[src/hdl/pointer_gesture_recognizer_assert.svh]
// Assertion macros used by the gesture sequencer module.
`ifndef POINTER_GESTURE_RECOGNIZER_ASSERT_SVH
`define POINTER_GESTURE_RECOGNIZER_ASSERT_SVH

// Check that expr holds at every clock edge outside reset.
`define PGR_ASSERT_ALWAYS(label, expr, msg) \
   label: assert property (@(posedge clock) disable iff (reset) (expr)) \
      else $error(msg);

// Check that expr holds at every edge where cond holds.
`define PGR_ASSERT_IMPLY(label, cond, expr, msg) \
   label: assert property (@(posedge clock) disable iff (reset) (cond) |-> (expr)) \
      else $error(msg);

`endif

[src/hdl/pgr_pkg.sv]
// Shared types, codes and constants of the pointer gesture recognizer.
package pgr_pkg;

   // event opcodes
   localparam logic [1:0] OP_PRESS   = 2'd0;
   localparam logic [1:0] OP_MOVE    = 2'd1;
   localparam logic [1:0] OP_RELEASE = 2'd2;

   localparam logic [1:0] BTN_RIGHT = 2'd2;

   // gesture kinds
   localparam logic [2:0] K_NONE       = 3'd0;
   localparam logic [2:0] K_CLICK      = 3'd1;
   localparam logic [2:0] K_DOUBLE     = 3'd2;
   localparam logic [2:0] K_RIGHT      = 3'd3;
   localparam logic [2:0] K_DRAG_START = 3'd4;
   localparam logic [2:0] K_DRAG       = 3'd5;
   localparam logic [2:0] K_DRAG_END   = 3'd6;

   localparam logic [1:0] CNT_NONE   = 2'd0;
   localparam logic [1:0] CNT_SINGLE = 2'd1;
   localparam logic [1:0] CNT_DOUBLE = 2'd2;

   // register indexes
   localparam logic [1:0] REG_DRAG_THRESHOLD = 2'd0;
   localparam logic [1:0] REG_DC_WINDOW      = 2'd1;
   localparam logic [1:0] REG_DC_TOLERANCE   = 2'd2;
   localparam logic [1:0] REG_DPI_SCALE      = 2'd3;

   localparam logic [11:0] DRAG_THRESHOLD_RESET = 12'd64;
   localparam logic [11:0] DC_WINDOW_RESET      = 12'd400;
   localparam logic [11:0] DC_TOLERANCE_RESET   = 12'd64;
   localparam logic [10:0] DPI_SCALE_RESET      = 11'd256;

   // delta slots computed by the divider
   localparam int N_DELTAS = 4;
   localparam logic [1:0] DIV_TDX = 2'd0;
   localparam logic [1:0] DIV_TDY = 2'd1;
   localparam logic [1:0] DIV_SDX = 2'd2;
   localparam logic [1:0] DIV_SDY = 2'd3;

   // quotient bit 15 set means the logical delta is out of range
   localparam logic [3:0]  DIV_TOP = 4'd15;
   localparam logic [15:0] SAT_POS = 16'h7FFF;
   localparam logic [15:0] SAT_NEG = 16'h8000;

   typedef struct packed {
      logic [11:0] drag_threshold;
      logic [11:0] window;
      logic [11:0] tolerance;
      logic [10:0] dpi_scale;
      logic [10:0] scale_nz;
   } cfg_type;

   typedef struct packed {
      logic               start;
      logic signed [16:0] diff;
      logic [10:0]        scale;
   } div_req_type;

   typedef struct packed {
      logic        done;
      logic [15:0] value;
   } div_rsp_type;

endpackage

[src/hdl/pgr_csr.sv]
// Configuration registers behind the APB-style port.
module pgr_csr (
   input  logic                 clock,
   input  logic                 reset,
   input  logic                 csr_psel,
   input  logic                 csr_penable,
   input  logic                 csr_pwrite,
   input  logic [3:0]           csr_paddr,
   input  logic [31:0]          csr_pwdata,
   output logic [31:0]          csr_prdata,
   output logic                 csr_pready,
   output pgr_pkg::cfg_type     cfg
);

   logic [11:0] thr_ff, thr_in;
   logic [11:0] win_ff, win_in;
   logic [11:0] tol_ff, tol_in;
   logic [10:0] scale_ff, scale_in;
   logic        write_en;

   assign write_en   = csr_psel & csr_penable & csr_pwrite;
   assign csr_pready = 1'b1;

   always_comb begin
      thr_in   = thr_ff;
      win_in   = win_ff;
      tol_in   = tol_ff;
      scale_in = scale_ff;
      if (write_en) begin
         unique case (csr_paddr[3:2])
            pgr_pkg::REG_DRAG_THRESHOLD: thr_in   = csr_pwdata[11:0];
            pgr_pkg::REG_DC_WINDOW:      win_in   = csr_pwdata[11:0];
            pgr_pkg::REG_DC_TOLERANCE:   tol_in   = csr_pwdata[11:0];
            pgr_pkg::REG_DPI_SCALE:      scale_in = csr_pwdata[10:0];
         endcase
      end
   end

   always_comb begin
      unique case (csr_paddr[3:2])
         pgr_pkg::REG_DRAG_THRESHOLD: csr_prdata = {20'd0, thr_ff};
         pgr_pkg::REG_DC_WINDOW:      csr_prdata = {20'd0, win_ff};
         pgr_pkg::REG_DC_TOLERANCE:   csr_prdata = {20'd0, tol_ff};
         pgr_pkg::REG_DPI_SCALE:      csr_prdata = {21'd0, scale_ff};
      endcase
   end

   always_ff @(posedge clock) begin
      if (reset) begin
         thr_ff   <= pgr_pkg::DRAG_THRESHOLD_RESET;
         win_ff   <= pgr_pkg::DC_WINDOW_RESET;
         tol_ff   <= pgr_pkg::DC_TOLERANCE_RESET;
         scale_ff <= pgr_pkg::DPI_SCALE_RESET;
      end else begin
         thr_ff   <= thr_in;
         win_ff   <= win_in;
         tol_ff   <= tol_in;
         scale_ff <= scale_in;
      end
   end

   always_comb begin
      cfg.drag_threshold = thr_ff;
      cfg.window         = win_ff;
      cfg.tolerance      = tol_ff;
      cfg.dpi_scale      = scale_ff;
      // a zero scale acts as one
      cfg.scale_nz       = (scale_ff == 11'd0) ? 11'd1 : scale_ff;
   end

endmodule

[src/hdl/pgr_div.sv]
// Bit-serial divider: screen delta to saturated logical delta.
module pgr_div (
   input  logic                  clock,
   input  logic                  reset,
   input  pgr_pkg::div_req_type  div_req,
   output pgr_pkg::div_rsp_type  div_rsp
);

   logic        busy_ff, busy_in;
   logic        done_ff, done_in;
   logic        neg_ff, neg_in;
   logic [24:0] rem_ff, rem_in;
   logic [25:0] dvs_ff, dvs_in;
   logic [3:0]  cnt_ff, cnt_in;
   logic [14:0] q_ff, q_in;
   logic [15:0] value_ff, value_in;
   logic        ge;
   logic [14:0] q_next;
   logic [16:0] mag;

   assign ge     = {1'b0, rem_ff} >= dvs_ff;
   assign q_next = {q_ff[13:0], ge};
   assign mag    = div_req.diff[16] ? (17'd0 - div_req.diff) : div_req.diff;

   always_comb begin
      busy_in  = busy_ff;
      done_in  = 1'b0;
      neg_in   = neg_ff;
      rem_in   = rem_ff;
      dvs_in   = dvs_ff;
      cnt_in   = cnt_ff;
      q_in     = q_ff;
      value_in = value_ff;
      if (div_req.start) begin
         // numerator |d| * 256 + scale / 2 rounds to nearest, ties away from zero
         busy_in = 1'b1;
         neg_in  = div_req.diff[16];
         rem_in  = {1'b0, mag[15:0], 8'd0} + {15'd0, div_req.scale[10:1]};
         dvs_in  = {div_req.scale, 15'd0};
         cnt_in  = pgr_pkg::DIV_TOP;
         q_in    = 15'd0;
      end else if (busy_ff) begin
         if (ge) begin
            rem_in = rem_ff - dvs_ff[24:0];
         end
         dvs_in = dvs_ff >> 1;
         cnt_in = cnt_ff - 4'd1;
         if (cnt_ff == pgr_pkg::DIV_TOP && ge) begin
            // quotient reaches 32768: clamp and stop early
            busy_in  = 1'b0;
            done_in  = 1'b1;
            value_in = neg_ff ? pgr_pkg::SAT_NEG : pgr_pkg::SAT_POS;
         end else begin
            q_in = q_next;
            if (cnt_ff == 4'd0) begin
               busy_in  = 1'b0;
               done_in  = 1'b1;
               value_in = neg_ff ? (16'd0 - {1'b0, q_next}) : {1'b0, q_next};
            end
         end
      end
   end

   always_ff @(posedge clock) begin
      if (reset) begin
         busy_ff <= 1'b0;
         done_ff <= 1'b0;
      end else begin
         busy_ff <= busy_in;
         done_ff <= done_in;
      end
      neg_ff   <= neg_in;
      rem_ff   <= rem_in;
      dvs_ff   <= dvs_in;
      cnt_ff   <= cnt_in;
      q_ff     <= q_in;
      value_ff <= value_in;
   end

   assign div_rsp.done  = done_ff;
   assign div_rsp.value = value_ff;

endmodule

[src/hdl/pgr_seq.sv]
// Gesture sequencer: pointer state, shared multiplier and result register.
`include "pointer_gesture_recognizer_assert.svh"

module pgr_seq (
   input  logic                  clock,
   input  logic                  reset,
   input  pgr_pkg::cfg_type      cfg,
   input  logic                  req_valid,
   output logic                  req_stall,
   input  logic [1:0]            req_opcode,
   input  logic signed [15:0]    req_pos_x,
   input  logic signed [15:0]    req_pos_y,
   input  logic [31:0]           req_time_ms,
   input  logic [1:0]            req_button,
   input  logic [3:0]            req_modifiers,
   input  logic                  req_visible,
   input  logic                  req_enabled,
   input  logic                  req_raw_consumed,
   output logic                  rsp_valid,
   input  logic                  rsp_stall,
   output logic [2:0]            rsp_event_kind,
   output logic                  rsp_handled,
   output logic                  rsp_last_of_run,
   output logic [1:0]            rsp_click_count,
   output logic signed [15:0]    rsp_step_dx,
   output logic signed [15:0]    rsp_step_dy,
   output logic signed [15:0]    rsp_total_dx,
   output logic signed [15:0]    rsp_total_dy,
   output logic [1:0]            rsp_event_button,
   output logic [3:0]            rsp_event_modifiers,
   output logic [31:0]           rsp_event_time_ms,
   output pgr_pkg::div_req_type  div_req,
   input  pgr_pkg::div_rsp_type  div_rsp
);

   localparam logic [3:0] S_IDLE    = 4'd0;
   localparam logic [3:0] S_DECIDE  = 4'd1;
   localparam logic [3:0] S_M0      = 4'd2;
   localparam logic [3:0] S_M1      = 4'd3;
   localparam logic [3:0] S_M2      = 4'd4;
   localparam logic [3:0] S_M3      = 4'd5;
   localparam logic [3:0] S_M4      = 4'd6;
   localparam logic [3:0] S_DIVGO   = 4'd7;
   localparam logic [3:0] S_DIVWAIT = 4'd8;
   localparam logic [3:0] S_FIN     = 4'd9;
   localparam logic [3:0] S_EMIT0   = 4'd10;
   localparam logic [3:0] S_EMIT1   = 4'd11;

   logic [3:0] state_ff, state_in;

   // captured input item
   logic [1:0]         in_op_ff, in_op_in;
   logic signed [15:0] in_x_ff, in_x_in;
   logic signed [15:0] in_y_ff, in_y_in;
   logic [31:0]        in_t_ff, in_t_in;
   logic [1:0]         in_btn_ff, in_btn_in;
   logic [3:0]         in_mods_ff, in_mods_in;
   logic               in_vis_ff, in_vis_in;
   logic               in_en_ff, in_en_in;
   logic               in_raw_ff, in_raw_in;

   // pointer state
   logic               pressed_ff, pressed_in;
   logic               dragging_ff, dragging_in;
   logic               captured_ff, captured_in;
   logic signed [15:0] press_x_ff, press_x_in;
   logic signed [15:0] press_y_ff, press_y_in;
   logic signed [15:0] move_x_ff, move_x_in;
   logic signed [15:0] move_y_ff, move_y_in;
   logic [1:0]         press_btn_ff, press_btn_in;
   logic [3:0]         press_mods_ff, press_mods_in;
   logic [31:0]        click_t_ff, click_t_in;
   logic signed [15:0] click_x_ff, click_x_in;
   logic signed [15:0] click_y_ff, click_y_in;

   // working registers
   logic               mode_click_ff, mode_click_in;
   logic               start_ff, start_in;
   logic [1:0]         k_ff, k_in;
   logic [15:0]        qt_ff [pgr_pkg::N_DELTAS];
   logic [15:0]        qt_in [pgr_pkg::N_DELTAS];
   logic signed [47:0] prod_ff, prod_in;
   logic [32:0]        acc_ff, acc_in;
   logic [2:0]         kind0_ff, kind0_in;
   logic [2:0]         kind1_ff, kind1_in;
   logic               two_ff, two_in;
   logic               handled_ff, handled_in;

   // result register
   logic               rsp_valid_ff, rsp_valid_in;
   logic [2:0]         rsp_kind_ff, rsp_kind_in;
   logic               rsp_handled_ff, rsp_handled_in;
   logic               rsp_last_ff, rsp_last_in;
   logic [1:0]         rsp_count_ff, rsp_count_in;
   logic [15:0]        rsp_sdx_ff, rsp_sdx_in;
   logic [15:0]        rsp_sdy_ff, rsp_sdy_in;
   logic [15:0]        rsp_tdx_ff, rsp_tdx_in;
   logic [15:0]        rsp_tdy_ff, rsp_tdy_in;
   logic [1:0]         rsp_btn_ff, rsp_btn_in;
   logic [3:0]         rsp_mods_ff, rsp_mods_in;
   logic [31:0]        rsp_t_ff, rsp_t_in;

   logic               req_take;
   logic               out_free;
   logic               emit_go;
   logic [2:0]         emit_kind;
   logic signed [16:0] dx_press, dy_press, dx_move, dy_move, dx_click, dy_click;
   logic signed [16:0] sq_a0, sq_a1;
   logic signed [23:0] mul_a, mul_b;
   logic signed [47:0] mul_p;
   logic [1:0]         k_last;
   logic               hit_drag, hit_click;
   logic [31:0]        dt;
   logic               in_window;

   assign req_stall = (state_ff != S_IDLE);
   assign req_take  = req_valid && !req_stall;
   assign out_free  = !rsp_valid_ff || !rsp_stall;
   assign emit_go   = (state_ff == S_EMIT0 || state_ff == S_EMIT1) && out_free;
   assign emit_kind = (state_ff == S_EMIT1) ? kind1_ff : kind0_ff;

   assign dx_press = {in_x_ff[15], in_x_ff} - {press_x_ff[15], press_x_ff};
   assign dy_press = {in_y_ff[15], in_y_ff} - {press_y_ff[15], press_y_ff};
   assign dx_move  = {in_x_ff[15], in_x_ff} - {move_x_ff[15], move_x_ff};
   assign dy_move  = {in_y_ff[15], in_y_ff} - {move_y_ff[15], move_y_ff};
   assign dx_click = {in_x_ff[15], in_x_ff} - {click_x_ff[15], click_x_ff};
   assign dy_click = {in_y_ff[15], in_y_ff} - {click_y_ff[15], click_y_ff};
   assign sq_a0    = mode_click_ff ? dx_click : dx_press;
   assign sq_a1    = mode_click_ff ? dy_click : dy_press;

   // shared multiplier: squares, then threshold product, then its square
   always_comb begin
      unique case (state_ff)
         S_M0: begin
            mul_a = {{7{sq_a0[16]}}, sq_a0};
            mul_b = {{7{sq_a0[16]}}, sq_a0};
         end
         S_M1: begin
            mul_a = {{7{sq_a1[16]}}, sq_a1};
            mul_b = {{7{sq_a1[16]}}, sq_a1};
         end
         S_M2: begin
            mul_a = mode_click_ff ? {12'd0, cfg.tolerance} : {12'd0, cfg.drag_threshold};
            mul_b = mode_click_ff ? 24'sd1 : {13'd0, cfg.scale_nz};
         end
         S_M3: begin
            mul_a = prod_ff[23:0];
            mul_b = prod_ff[23:0];
         end
         default: begin
            mul_a = 24'sd0;
            mul_b = 24'sd0;
         end
      endcase
   end
   assign mul_p = mul_a * mul_b;

   // distances compared squared; drag lhs scaled by 65536 to match Q3.8 scale squared
   assign hit_drag  = {acc_ff, 16'd0} >= {3'd0, prod_ff[45:0]};
   assign hit_click = {13'd0, acc_ff} <= prod_ff[45:0];
   assign dt        = in_t_ff - click_t_ff;
   assign in_window = dt <= {20'd0, cfg.window};
   assign k_last    = (in_op_ff == pgr_pkg::OP_MOVE) ? pgr_pkg::DIV_SDY : pgr_pkg::DIV_TDY;

   always_comb begin
      unique case (k_ff)
         pgr_pkg::DIV_TDX: div_req.diff = dx_press;
         pgr_pkg::DIV_TDY: div_req.diff = dy_press;
         pgr_pkg::DIV_SDX: div_req.diff = dx_move;
         pgr_pkg::DIV_SDY: div_req.diff = dy_move;
      endcase
      div_req.start = (state_ff == S_DIVGO);
      div_req.scale = cfg.scale_nz;
   end

   always_comb begin
      state_in      = state_ff;
      in_op_in      = in_op_ff;
      in_x_in       = in_x_ff;
      in_y_in       = in_y_ff;
      in_t_in       = in_t_ff;
      in_btn_in     = in_btn_ff;
      in_mods_in    = in_mods_ff;
      in_vis_in     = in_vis_ff;
      in_en_in      = in_en_ff;
      in_raw_in     = in_raw_ff;
      pressed_in    = pressed_ff;
      dragging_in   = dragging_ff;
      captured_in   = captured_ff;
      press_x_in    = press_x_ff;
      press_y_in    = press_y_ff;
      move_x_in     = move_x_ff;
      move_y_in     = move_y_ff;
      press_btn_in  = press_btn_ff;
      press_mods_in = press_mods_ff;
      click_t_in    = click_t_ff;
      click_x_in    = click_x_ff;
      click_y_in    = click_y_ff;
      mode_click_in = mode_click_ff;
      start_in      = start_ff;
      k_in          = k_ff;
      qt_in         = qt_ff;
      prod_in       = prod_ff;
      acc_in        = acc_ff;
      kind0_in      = kind0_ff;
      kind1_in      = kind1_ff;
      two_in        = two_ff;
      handled_in    = handled_ff;

      unique case (state_ff)
         S_IDLE: begin
            if (req_take) begin
               in_op_in   = req_opcode;
               in_x_in    = req_pos_x;
               in_y_in    = req_pos_y;
               in_t_in    = req_time_ms;
               in_btn_in  = req_button;
               in_mods_in = req_modifiers;
               in_vis_in  = req_visible;
               in_en_in   = req_enabled;
               in_raw_in  = req_raw_consumed;
               state_in   = S_DECIDE;
            end
         end
         S_DECIDE: begin
            // default outcome: one empty result
            kind0_in   = pgr_pkg::K_NONE;
            two_in     = 1'b0;
            handled_in = 1'b0;
            state_in   = S_EMIT0;
            k_in       = pgr_pkg::DIV_TDX;
            start_in   = 1'b0;
            unique case (in_op_ff)
               pgr_pkg::OP_PRESS: begin
                  if (in_vis_ff && in_en_ff) begin
                     handled_in = 1'b1;
                     if (!in_raw_ff) begin
                        pressed_in    = 1'b1;
                        dragging_in   = 1'b0;
                        captured_in   = 1'b1;
                        press_x_in    = in_x_ff;
                        press_y_in    = in_y_ff;
                        move_x_in     = in_x_ff;
                        move_y_in     = in_y_ff;
                        press_btn_in  = in_btn_ff;
                        press_mods_in = in_mods_ff;
                     end
                  end
               end
               pgr_pkg::OP_MOVE: begin
                  if (in_vis_ff && in_raw_ff) begin
                     handled_in = 1'b1;
                  end else if (in_vis_ff && pressed_ff) begin
                     handled_in    = 1'b1;
                     mode_click_in = 1'b0;
                     state_in      = dragging_ff ? S_DIVGO : S_M0;
                  end
               end
               pgr_pkg::OP_RELEASE: begin
                  if (in_vis_ff && !pressed_ff) begin
                     handled_in = in_raw_ff;
                  end else if (in_vis_ff) begin
                     handled_in = 1'b1;
                     if (dragging_ff) begin
                        state_in = S_DIVGO;
                     end else if (press_btn_ff == pgr_pkg::BTN_RIGHT) begin
                        kind0_in    = pgr_pkg::K_RIGHT;
                        pressed_in  = 1'b0;
                        dragging_in = 1'b0;
                        captured_in = 1'b0;
                     end else if (click_t_ff != 32'd0) begin
                        mode_click_in = 1'b1;
                        state_in      = S_M0;
                     end else begin
                        kind0_in    = pgr_pkg::K_CLICK;
                        click_t_in  = in_t_ff;
                        click_x_in  = in_x_ff;
                        click_y_in  = in_y_ff;
                        pressed_in  = 1'b0;
                        dragging_in = 1'b0;
                        captured_in = 1'b0;
                     end
                  end
               end
               default: begin
                  handled_in = 1'b0;
               end
            endcase
         end
         S_M0: begin
            prod_in  = mul_p;
            state_in = S_M1;
         end
         S_M1: begin
            prod_in  = mul_p;
            acc_in   = prod_ff[32:0];
            state_in = S_M2;
         end
         S_M2: begin
            prod_in  = mul_p;
            acc_in   = acc_ff + prod_ff[32:0];
            state_in = S_M3;
         end
         S_M3: begin
            prod_in  = mul_p;
            state_in = S_M4;
         end
         S_M4: begin
            if (mode_click_ff) begin
               kind0_in    = pgr_pkg::K_CLICK;
               kind1_in    = pgr_pkg::K_DOUBLE;
               two_in      = in_window && hit_click;
               // a double click forgets the first so no triple fires
               if (in_window && hit_click) begin
                  click_t_in = 32'd0;
               end else begin
                  click_t_in = in_t_ff;
                  click_x_in = in_x_ff;
                  click_y_in = in_y_ff;
               end
               pressed_in  = 1'b0;
               dragging_in = 1'b0;
               captured_in = 1'b0;
               state_in    = S_EMIT0;
            end else if (hit_drag) begin
               start_in = 1'b1;
               state_in = S_DIVGO;
            end else begin
               state_in = S_EMIT0;
            end
         end
         S_DIVGO: begin
            state_in = S_DIVWAIT;
         end
         S_DIVWAIT: begin
            if (div_rsp.done) begin
               qt_in[k_ff] = div_rsp.value;
               if (k_ff == k_last) begin
                  state_in = S_FIN;
               end else begin
                  k_in     = k_ff + 2'd1;
                  state_in = S_DIVGO;
               end
            end
         end
         S_FIN: begin
            if (in_op_ff == pgr_pkg::OP_MOVE) begin
               kind0_in    = start_ff ? pgr_pkg::K_DRAG_START : pgr_pkg::K_DRAG;
               kind1_in    = pgr_pkg::K_DRAG;
               two_in      = start_ff;
               dragging_in = 1'b1;
               move_x_in   = in_x_ff;
               move_y_in   = in_y_ff;
            end else begin
               kind0_in    = pgr_pkg::K_DRAG_END;
               two_in      = 1'b0;
               pressed_in  = 1'b0;
               dragging_in = 1'b0;
               captured_in = 1'b0;
            end
            state_in = S_EMIT0;
         end
         S_EMIT0: begin
            if (out_free) begin
               state_in = two_ff ? S_EMIT1 : S_IDLE;
            end
         end
         S_EMIT1: begin
            if (out_free) begin
               state_in = S_IDLE;
            end
         end
         default: begin
            state_in = S_IDLE;
         end
      endcase
   end

   // result payload from the gesture kind
   always_comb begin
      rsp_valid_in   = rsp_valid_ff && rsp_stall;
      rsp_kind_in    = rsp_kind_ff;
      rsp_handled_in = rsp_handled_ff;
      rsp_last_in    = rsp_last_ff;
      rsp_count_in   = rsp_count_ff;
      rsp_sdx_in     = rsp_sdx_ff;
      rsp_sdy_in     = rsp_sdy_ff;
      rsp_tdx_in     = rsp_tdx_ff;
      rsp_tdy_in     = rsp_tdy_ff;
      rsp_btn_in     = rsp_btn_ff;
      rsp_mods_in    = rsp_mods_ff;
      rsp_t_in       = rsp_t_ff;
      if (emit_go) begin
         rsp_valid_in   = 1'b1;
         rsp_kind_in    = emit_kind;
         rsp_handled_in = handled_ff;
         rsp_last_in    = (state_ff == S_EMIT1) || !two_ff;
         rsp_t_in       = in_t_ff;
         rsp_count_in   = pgr_pkg::CNT_NONE;
         rsp_sdx_in     = 16'd0;
         rsp_sdy_in     = 16'd0;
         rsp_tdx_in     = 16'd0;
         rsp_tdy_in     = 16'd0;
         rsp_btn_in     = press_btn_ff;
         rsp_mods_in    = press_mods_ff;
         unique case (emit_kind)
            pgr_pkg::K_NONE: begin
               rsp_btn_in  = 2'd0;
               rsp_mods_in = 4'd0;
            end
            pgr_pkg::K_CLICK, pgr_pkg::K_RIGHT: begin
               rsp_count_in = pgr_pkg::CNT_SINGLE;
               rsp_btn_in   = in_btn_ff;
               rsp_mods_in  = in_mods_ff;
            end
            pgr_pkg::K_DOUBLE: begin
               rsp_count_in = pgr_pkg::CNT_DOUBLE;
               rsp_btn_in   = in_btn_ff;
               rsp_mods_in  = in_mods_ff;
            end
            pgr_pkg::K_DRAG_START: begin
               rsp_sdx_in = qt_ff[pgr_pkg::DIV_TDX];
               rsp_sdy_in = qt_ff[pgr_pkg::DIV_TDY];
               rsp_tdx_in = qt_ff[pgr_pkg::DIV_TDX];
               rsp_tdy_in = qt_ff[pgr_pkg::DIV_TDY];
            end
            pgr_pkg::K_DRAG: begin
               rsp_sdx_in = qt_ff[pgr_pkg::DIV_SDX];
               rsp_sdy_in = qt_ff[pgr_pkg::DIV_SDY];
               rsp_tdx_in = qt_ff[pgr_pkg::DIV_TDX];
               rsp_tdy_in = qt_ff[pgr_pkg::DIV_TDY];
            end
            pgr_pkg::K_DRAG_END: begin
               rsp_tdx_in = qt_ff[pgr_pkg::DIV_TDX];
               rsp_tdy_in = qt_ff[pgr_pkg::DIV_TDY];
            end
            default: begin
               rsp_btn_in  = 2'd0;
               rsp_mods_in = 4'd0;
            end
         endcase
      end
   end

   always_ff @(posedge clock) begin
      if (reset) begin
         state_ff      <= S_IDLE;
         pressed_ff    <= 1'b0;
         dragging_ff   <= 1'b0;
         captured_ff   <= 1'b0;
         press_x_ff    <= 16'sd0;
         press_y_ff    <= 16'sd0;
         move_x_ff     <= 16'sd0;
         move_y_ff     <= 16'sd0;
         press_btn_ff  <= 2'd0;
         press_mods_ff <= 4'd0;
         click_t_ff    <= 32'd0;
         click_x_ff    <= 16'sd0;
         click_y_ff    <= 16'sd0;
         rsp_valid_ff  <= 1'b0;
      end else begin
         state_ff      <= state_in;
         pressed_ff    <= pressed_in;
         dragging_ff   <= dragging_in;
         captured_ff   <= captured_in;
         press_x_ff    <= press_x_in;
         press_y_ff    <= press_y_in;
         move_x_ff     <= move_x_in;
         move_y_ff     <= move_y_in;
         press_btn_ff  <= press_btn_in;
         press_mods_ff <= press_mods_in;
         click_t_ff    <= click_t_in;
         click_x_ff    <= click_x_in;
         click_y_ff    <= click_y_in;
         rsp_valid_ff  <= rsp_valid_in;
      end
      in_op_ff       <= in_op_in;
      in_x_ff        <= in_x_in;
      in_y_ff        <= in_y_in;
      in_t_ff        <= in_t_in;
      in_btn_ff      <= in_btn_in;
      in_mods_ff     <= in_mods_in;
      in_vis_ff      <= in_vis_in;
      in_en_ff       <= in_en_in;
      in_raw_ff      <= in_raw_in;
      mode_click_ff  <= mode_click_in;
      start_ff       <= start_in;
      k_ff           <= k_in;
      qt_ff          <= qt_in;
      prod_ff        <= prod_in;
      acc_ff         <= acc_in;
      kind0_ff       <= kind0_in;
      kind1_ff       <= kind1_in;
      two_ff         <= two_in;
      handled_ff     <= handled_in;
      rsp_kind_ff    <= rsp_kind_in;
      rsp_handled_ff <= rsp_handled_in;
      rsp_last_ff    <= rsp_last_in;
      rsp_count_ff   <= rsp_count_in;
      rsp_sdx_ff     <= rsp_sdx_in;
      rsp_sdy_ff     <= rsp_sdy_in;
      rsp_tdx_ff     <= rsp_tdx_in;
      rsp_tdy_ff     <= rsp_tdy_in;
      rsp_btn_ff     <= rsp_btn_in;
      rsp_mods_ff    <= rsp_mods_in;
      rsp_t_ff       <= rsp_t_in;
   end

   assign rsp_valid           = rsp_valid_ff;
   assign rsp_event_kind      = rsp_kind_ff;
   assign rsp_handled         = rsp_handled_ff;
   assign rsp_last_of_run     = rsp_last_ff;
   assign rsp_click_count     = rsp_count_ff;
   assign rsp_step_dx         = rsp_sdx_ff;
   assign rsp_step_dy         = rsp_sdy_ff;
   assign rsp_total_dx        = rsp_tdx_ff;
   assign rsp_total_dy        = rsp_tdy_ff;
   assign rsp_event_button    = rsp_btn_ff;
   assign rsp_event_modifiers = rsp_mods_ff;
   assign rsp_event_time_ms   = rsp_t_ff;

   `PGR_ASSERT_ALWAYS(a_drag_needs_press, !dragging_ff || pressed_ff, "drag active without press")
   `PGR_ASSERT_ALWAYS(a_capture_tracks_press, captured_ff == pressed_ff, "capture out of step")
   `PGR_ASSERT_IMPLY(a_div_done_expected, div_rsp.done, state_ff == S_DIVWAIT, "stray divide done")
   `PGR_ASSERT_IMPLY(a_second_kind, state_ff == S_EMIT1, kind1_ff == pgr_pkg::K_DOUBLE || kind1_ff == pgr_pkg::K_DRAG, "bad second result")

endmodule

[src/hdl/pointer_gesture_recognizer.sv]
// Top level of the pointer gesture recognizer.
//
// Turns press, move and release events into click, double click, right click
// and drag results; each event yields one or two results, the last one flagged
// by rsp_last_of_run. One event is in work at a time and req_stall stays high
// until its results are handed to the result register. An event that needs no
// arithmetic goes from the decide state straight to the emit states; a release
// that checks for a double click and a move that tests the drag threshold first
// run the squared-distance check on the shared 24x24 multiplier. Logical deltas
// come from a divider that resolves one quotient bit per cycle, one delta at a
// time: a drag end needs two deltas and a drag move four. A new event is taken
// while the last result still waits in the result register.
module pointer_gesture_recognizer (
   input  logic               clock,
   input  logic               reset,
   input  logic               req_valid,
   output logic               req_stall,
   input  logic [1:0]         req_opcode,
   input  logic signed [15:0] req_pos_x,
   input  logic signed [15:0] req_pos_y,
   input  logic [31:0]        req_time_ms,
   input  logic [1:0]         req_button,
   input  logic [3:0]         req_modifiers,
   input  logic               req_visible,
   input  logic               req_enabled,
   input  logic               req_raw_consumed,
   output logic               rsp_valid,
   input  logic               rsp_stall,
   output logic [2:0]         rsp_event_kind,
   output logic               rsp_handled,
   output logic               rsp_last_of_run,
   output logic [1:0]         rsp_click_count,
   output logic signed [15:0] rsp_step_dx,
   output logic signed [15:0] rsp_step_dy,
   output logic signed [15:0] rsp_total_dx,
   output logic signed [15:0] rsp_total_dy,
   output logic [1:0]         rsp_event_button,
   output logic [3:0]         rsp_event_modifiers,
   output logic [31:0]        rsp_event_time_ms,
   input  logic               csr_psel,
   input  logic               csr_penable,
   input  logic               csr_pwrite,
   input  logic [3:0]         csr_paddr,
   input  logic [31:0]        csr_pwdata,
   output logic [31:0]        csr_prdata,
   output logic               csr_pready
);

   pgr_pkg::cfg_type     cfg;
   pgr_pkg::div_req_type div_req;
   pgr_pkg::div_rsp_type div_rsp;

   pgr_csr u_csr (
      .clock       (clock),
      .reset       (reset),
      .csr_psel    (csr_psel),
      .csr_penable (csr_penable),
      .csr_pwrite  (csr_pwrite),
      .csr_paddr   (csr_paddr),
      .csr_pwdata  (csr_pwdata),
      .csr_prdata  (csr_prdata),
      .csr_pready  (csr_pready),
      .cfg         (cfg)
   );

   pgr_div u_div (
      .clock   (clock),
      .reset   (reset),
      .div_req (div_req),
      .div_rsp (div_rsp)
   );

   pgr_seq u_seq (
      .clock               (clock),
      .reset               (reset),
      .cfg                 (cfg),
      .req_valid           (req_valid),
      .req_stall           (req_stall),
      .req_opcode          (req_opcode),
      .req_pos_x           (req_pos_x),
      .req_pos_y           (req_pos_y),
      .req_time_ms         (req_time_ms),
      .req_button          (req_button),
      .req_modifiers       (req_modifiers),
      .req_visible         (req_visible),
      .req_enabled         (req_enabled),
      .req_raw_consumed    (req_raw_consumed),
      .rsp_valid           (rsp_valid),
      .rsp_stall           (rsp_stall),
      .rsp_event_kind      (rsp_event_kind),
      .rsp_handled         (rsp_handled),
      .rsp_last_of_run     (rsp_last_of_run),
      .rsp_click_count     (rsp_click_count),
      .rsp_step_dx         (rsp_step_dx),
      .rsp_step_dy         (rsp_step_dy),
      .rsp_total_dx        (rsp_total_dx),
      .rsp_total_dy        (rsp_total_dy),
      .rsp_event_button    (rsp_event_button),
      .rsp_event_modifiers (rsp_event_modifiers),
      .rsp_event_time_ms   (rsp_event_time_ms),
      .div_req             (div_req),
      .div_rsp             (div_rsp)
   );

endmodule
[config.mk]
export PLATFORM = sky130hd
export DESIGN_NAME = pointer_gesture_recognizer
export DESIGN_NICKNAME = d
export VERILOG_FILES = /design/src/hdl/pgr_pkg.sv /design/src/hdl/pgr_csr.sv /design/src/hdl/pgr_div.sv /design/src/hdl/pgr_seq.sv /design/src/hdl/pointer_gesture_recognizer.sv
export VERILOG_INCLUDE_DIRS = /design/src /design/src/hdl
export SDC_FILE = /design/constraint.sdc
export NUM_CORES = 2
export LEC_CHECK = 0
export ABC_AREA = 1
export BUFFER_PORTS_ARGS = -buffer_cell sky130_fd_sc_hd__buf_2
export CORE_ASPECT_RATIO = 0.7
export CORE_MARGIN = 8
export CORE_UTILIZATION = 45
export CTS_CLUSTER_SIZE = 14
export DETAILED_ROUTE_END_ITERATION = 6
export PLACE_DENSITY = 0.72
export SLEW_MARGIN = 40
export SYNTH_ARGS = -nofsm -noshare
export SYNTH_HDL_FRONTEND = slang
export SYNTH_HIERARCHICAL = 1
export SYNTH_SLANG_ARGS = --single-unit
[constraint.sdc]
create_clock -name clock -period 10.08 [get_ports clock]
set_clock_uncertainty 0.1 [all_clocks]
set_input_delay 1.008 -clock clock [delete_from_list [all_inputs] [get_ports clock]]
set_output_delay 1.008 -clock clock [all_outputs]
set_load 0.03 [all_outputs]
==> impl_metrics.toml <==
[detailed_routing]
route.detailed.drc = 9
viasPerCell = 5.39
avgRoutedWirePerCell_microns = 19.2
via_count = 48021
drt_pass1_iterations = 7
wl_mm = 171
drtIter0Drc = 5345
postRouteAntennaNets = 0

[outcome]
outcome = "complete, but fails checks"
violations = "DRC"

[setup_path]
cp_data_arrival_time_ps = 10070
setup.worst_path.class = "reg -> reg"
slowest_delay_ps = 590
cp_slowest_cell = "fa_1"
end_kind = "flop"
crit_fanout = 13
worstRegToRegCells = 40
crit_path_frequent_cell = "fa_1"
cp-start-kind = "flop"
worstPathRequired_ps = 10390

[logic_synthesis]
synth.distinct_cells = 72
synth_area_per_cell_sq_um = 8.17
synth_cells = 7017
synth_edf_count = 391
async_flop_share = 0
synth_ff_type = "edfxtp_1"
syn-cell-area_sq_um = 57300
yosysWarnings = 6
synth_area_leaders = "edfxtp_1, fa_1, inv_1"
yosys.area.top_type = "edfxtp_1"
ys_ff_latch = 614
ys_seq_area_frac = 0.283
synth.top_cell.area_share = 0.205

[placed_design]
dp_hpwl_mm = 136
gp_congestion = 0.994
placed_area_sq_um = 60500
port_buffers = 218

[timing]
fin_crit_sh = 0.968
rsz0062_at_grt = "yes"
post-route-min-period_ps = 9750
fmax_mhz = 103
relSlewSlack = 0.338
hold_viol = 0
setup_tns_ps = 0
worst_pin_slew_ps = 982
setup_viol = 0
finalMaxSlewViolations = 0

[worst_hold_path]
hp-class = "reg -> reg"
whs_path_depth = 0

[power]
power_density_nw_per_um2 = 277
p_leak_nw = 30.4
ir_drop_mv = 0.169

[finish]
final_area_sq_um = 62600
final_layout_size_suffix_gt1_frac = 0.0826
area_growth_pct = 9.28
mostFrequentLayoutCell = "inv_1"
fin_util = 0.496
fin_nets = 8298
final_cell_mix = "inv_1, nand2_1, fa_1"

[clocking]
cts-root-buf = "clkbuf_16"
cts_max_level = 2
clk_pin_slew_ps = 80
cts_buffers = 59
cts_tree = "done"
cts_buffer_depth = 3
clk_latency_ps = 680
ctsHoldBuffers = 0
clock-sinks = 614

[global_route]
grt_use_total = 0.241
grt_start_max_net_pins = 97
grt_pass1_wl_mm = 268
antenna_found_initial = 4
grt_pass1_vias = 46568
grt-ovfl-total = 0

[floorplan]
initial_utilization = 0.454
die-area_sq_um = 139000
die_width_microns = 443
io_pins = 262
rows = 109
die_h_microns = 315
fp.coreArea_sq_um = 126000

[run]
max-cap-violations = 0
[repair_timing]
| action | 4_1_cts | 5_1_grt |
|---|---|---|
| gates resized for setup | 0 | 35 |
| buffers inserted | 0 | 9 |
| setup endpoints to repair | 0 | 19 |
[flip-flops by register name, indices dropped and copies added (netlist names), 16 cells and up]
name,cells
u_seq/click_t_ff,32
u_div/value_ff,16
u_div/rem_ff,25
u_seq/rsp_step_dy,16
u_seq/rsp_total_dy,16
u_seq/in_y_ff,16
u_seq/acc_ff,33
u_seq/qt_ff,64
u_seq/prod_ff,46
u_seq/press_y_ff,16
u_seq/in_x_ff,16
u_seq/move_y_ff,16
u_seq/move_x_ff,16
u_seq/click_x_ff,16
u_seq/rsp_step_dx,16
u_seq/rsp_total_dx,16
u_seq/rsp_event_time_ms,32
u_seq/click_y_ff,16
u_seq/in_t_ff,32
u_div/dvs_ff,26
u_seq/press_x_ff,16
[synth_stat cells (6+ instances only)]
cell      count
inv_1      1471
nand2_1    1415
fa_1        583
nor2_1      504
a21oi_1     422
ha_1        408
edfxtp_1    391
nand3_1     335
o21ai_0     294
dfxtp_1     223
clkbuf_1    128
nand4_1     105
xor2_1       96
o22ai_1      70
buf_2        64
nor3_1       61
xnor2_1      45
buf_4        43
or2_2        31
o21bai_1     28
nor4_1       22
inv_2        21
a31oi_1      18
a21o_1       16
a21oi_2      16
nand2_2      16
o21ai_1      15
o211ai_1     14
nand3b_1     13
a211oi_1     12
nor2_2       12
buf_1        10
o21a_1       10
o221ai_1     10
a21boi_0      6
a41oi_1       6
o31ai_1       6
[routing by layer]
metal  vias up  track usage  wire [microns]
met2      2353        0.344           69000
met5         -            0               0
met1     22944        0.366           77500
li1      22478            -               -
met3       246       0.0526           19200
met4         0       0.0666            5170
[final timing paths]
check                                       from                           to  slack (ps)
setup / recovery      u_seq/in_x_ff[0]$_DFFE_PP_  u_seq/prod_ff[38]$_DFFE_PN_         330
hold / removal    u_seq/handled_ff$_SDFFCE_PN0P_  u_seq/rsp_handled$_DFFE_PP_         340
setup reg to reg      u_seq/in_x_ff[0]$_DFFE_PP_  u_seq/prod_ff[38]$_DFFE_PN_         330
hold reg to reg   u_seq/handled_ff$_SDFFCE_PN0P_  u_seq/rsp_handled$_DFFE_PP_         340
[cell type report]
type,count,area (sq um)
clock buffers,79,1590
flip-flops and latches,614,16200
repair buffers,343,2180
fillers,11930,63600
diodes,2,5.00
clock inverters,32,358
inverters,1496,5630
well taps,1665,2080
multi-input cells,4675,34600
[per-stage QoR]
stage / setup slack [ps] / power (W) / instances / hold slack [ps]
global route: -26.3 / 0.0187 / 8906 / 360
floorplan: 1090 / 0.0112 / 7036 / 300
global placement: 375 / 0.0144 / 8784 / 328
finish: 327 / 0.0173 / 8906 / 341
detailed placement: 169 / 0.0146 / 8784 / 340
CTS: 116 / 0.0170 / 8895 / 357
[critical path, delay by kind of cell, from the launching register on]
family,cells,cell delay [ps]
compound gates,9,1760
xor+xnor,1,120
fa+ha+maj,10,4720
buf+inv,8,700
flops,1,390
simple gates,12,1660
[kinds of logic after synthesis]
group	share of synthesized area
xor gates and xnor gates	0.0215
adders and majority gates	0.293
and+or+nand+nor	0.186
DFF	0.283
buffers and inverters	0.119
muxes	0.000873
other	0.000131
AOI/OAI and AO/OA	0.0961
[power breakdown]
part           switching [W]  total [W]  internal (W)
clock                0.00104    0.00232       0.00127
combinational        0.00752     0.0112       0.00368
sequential          0.000425    0.00383       0.00340
Note: power is estimated with default switching activity, not from simulation.
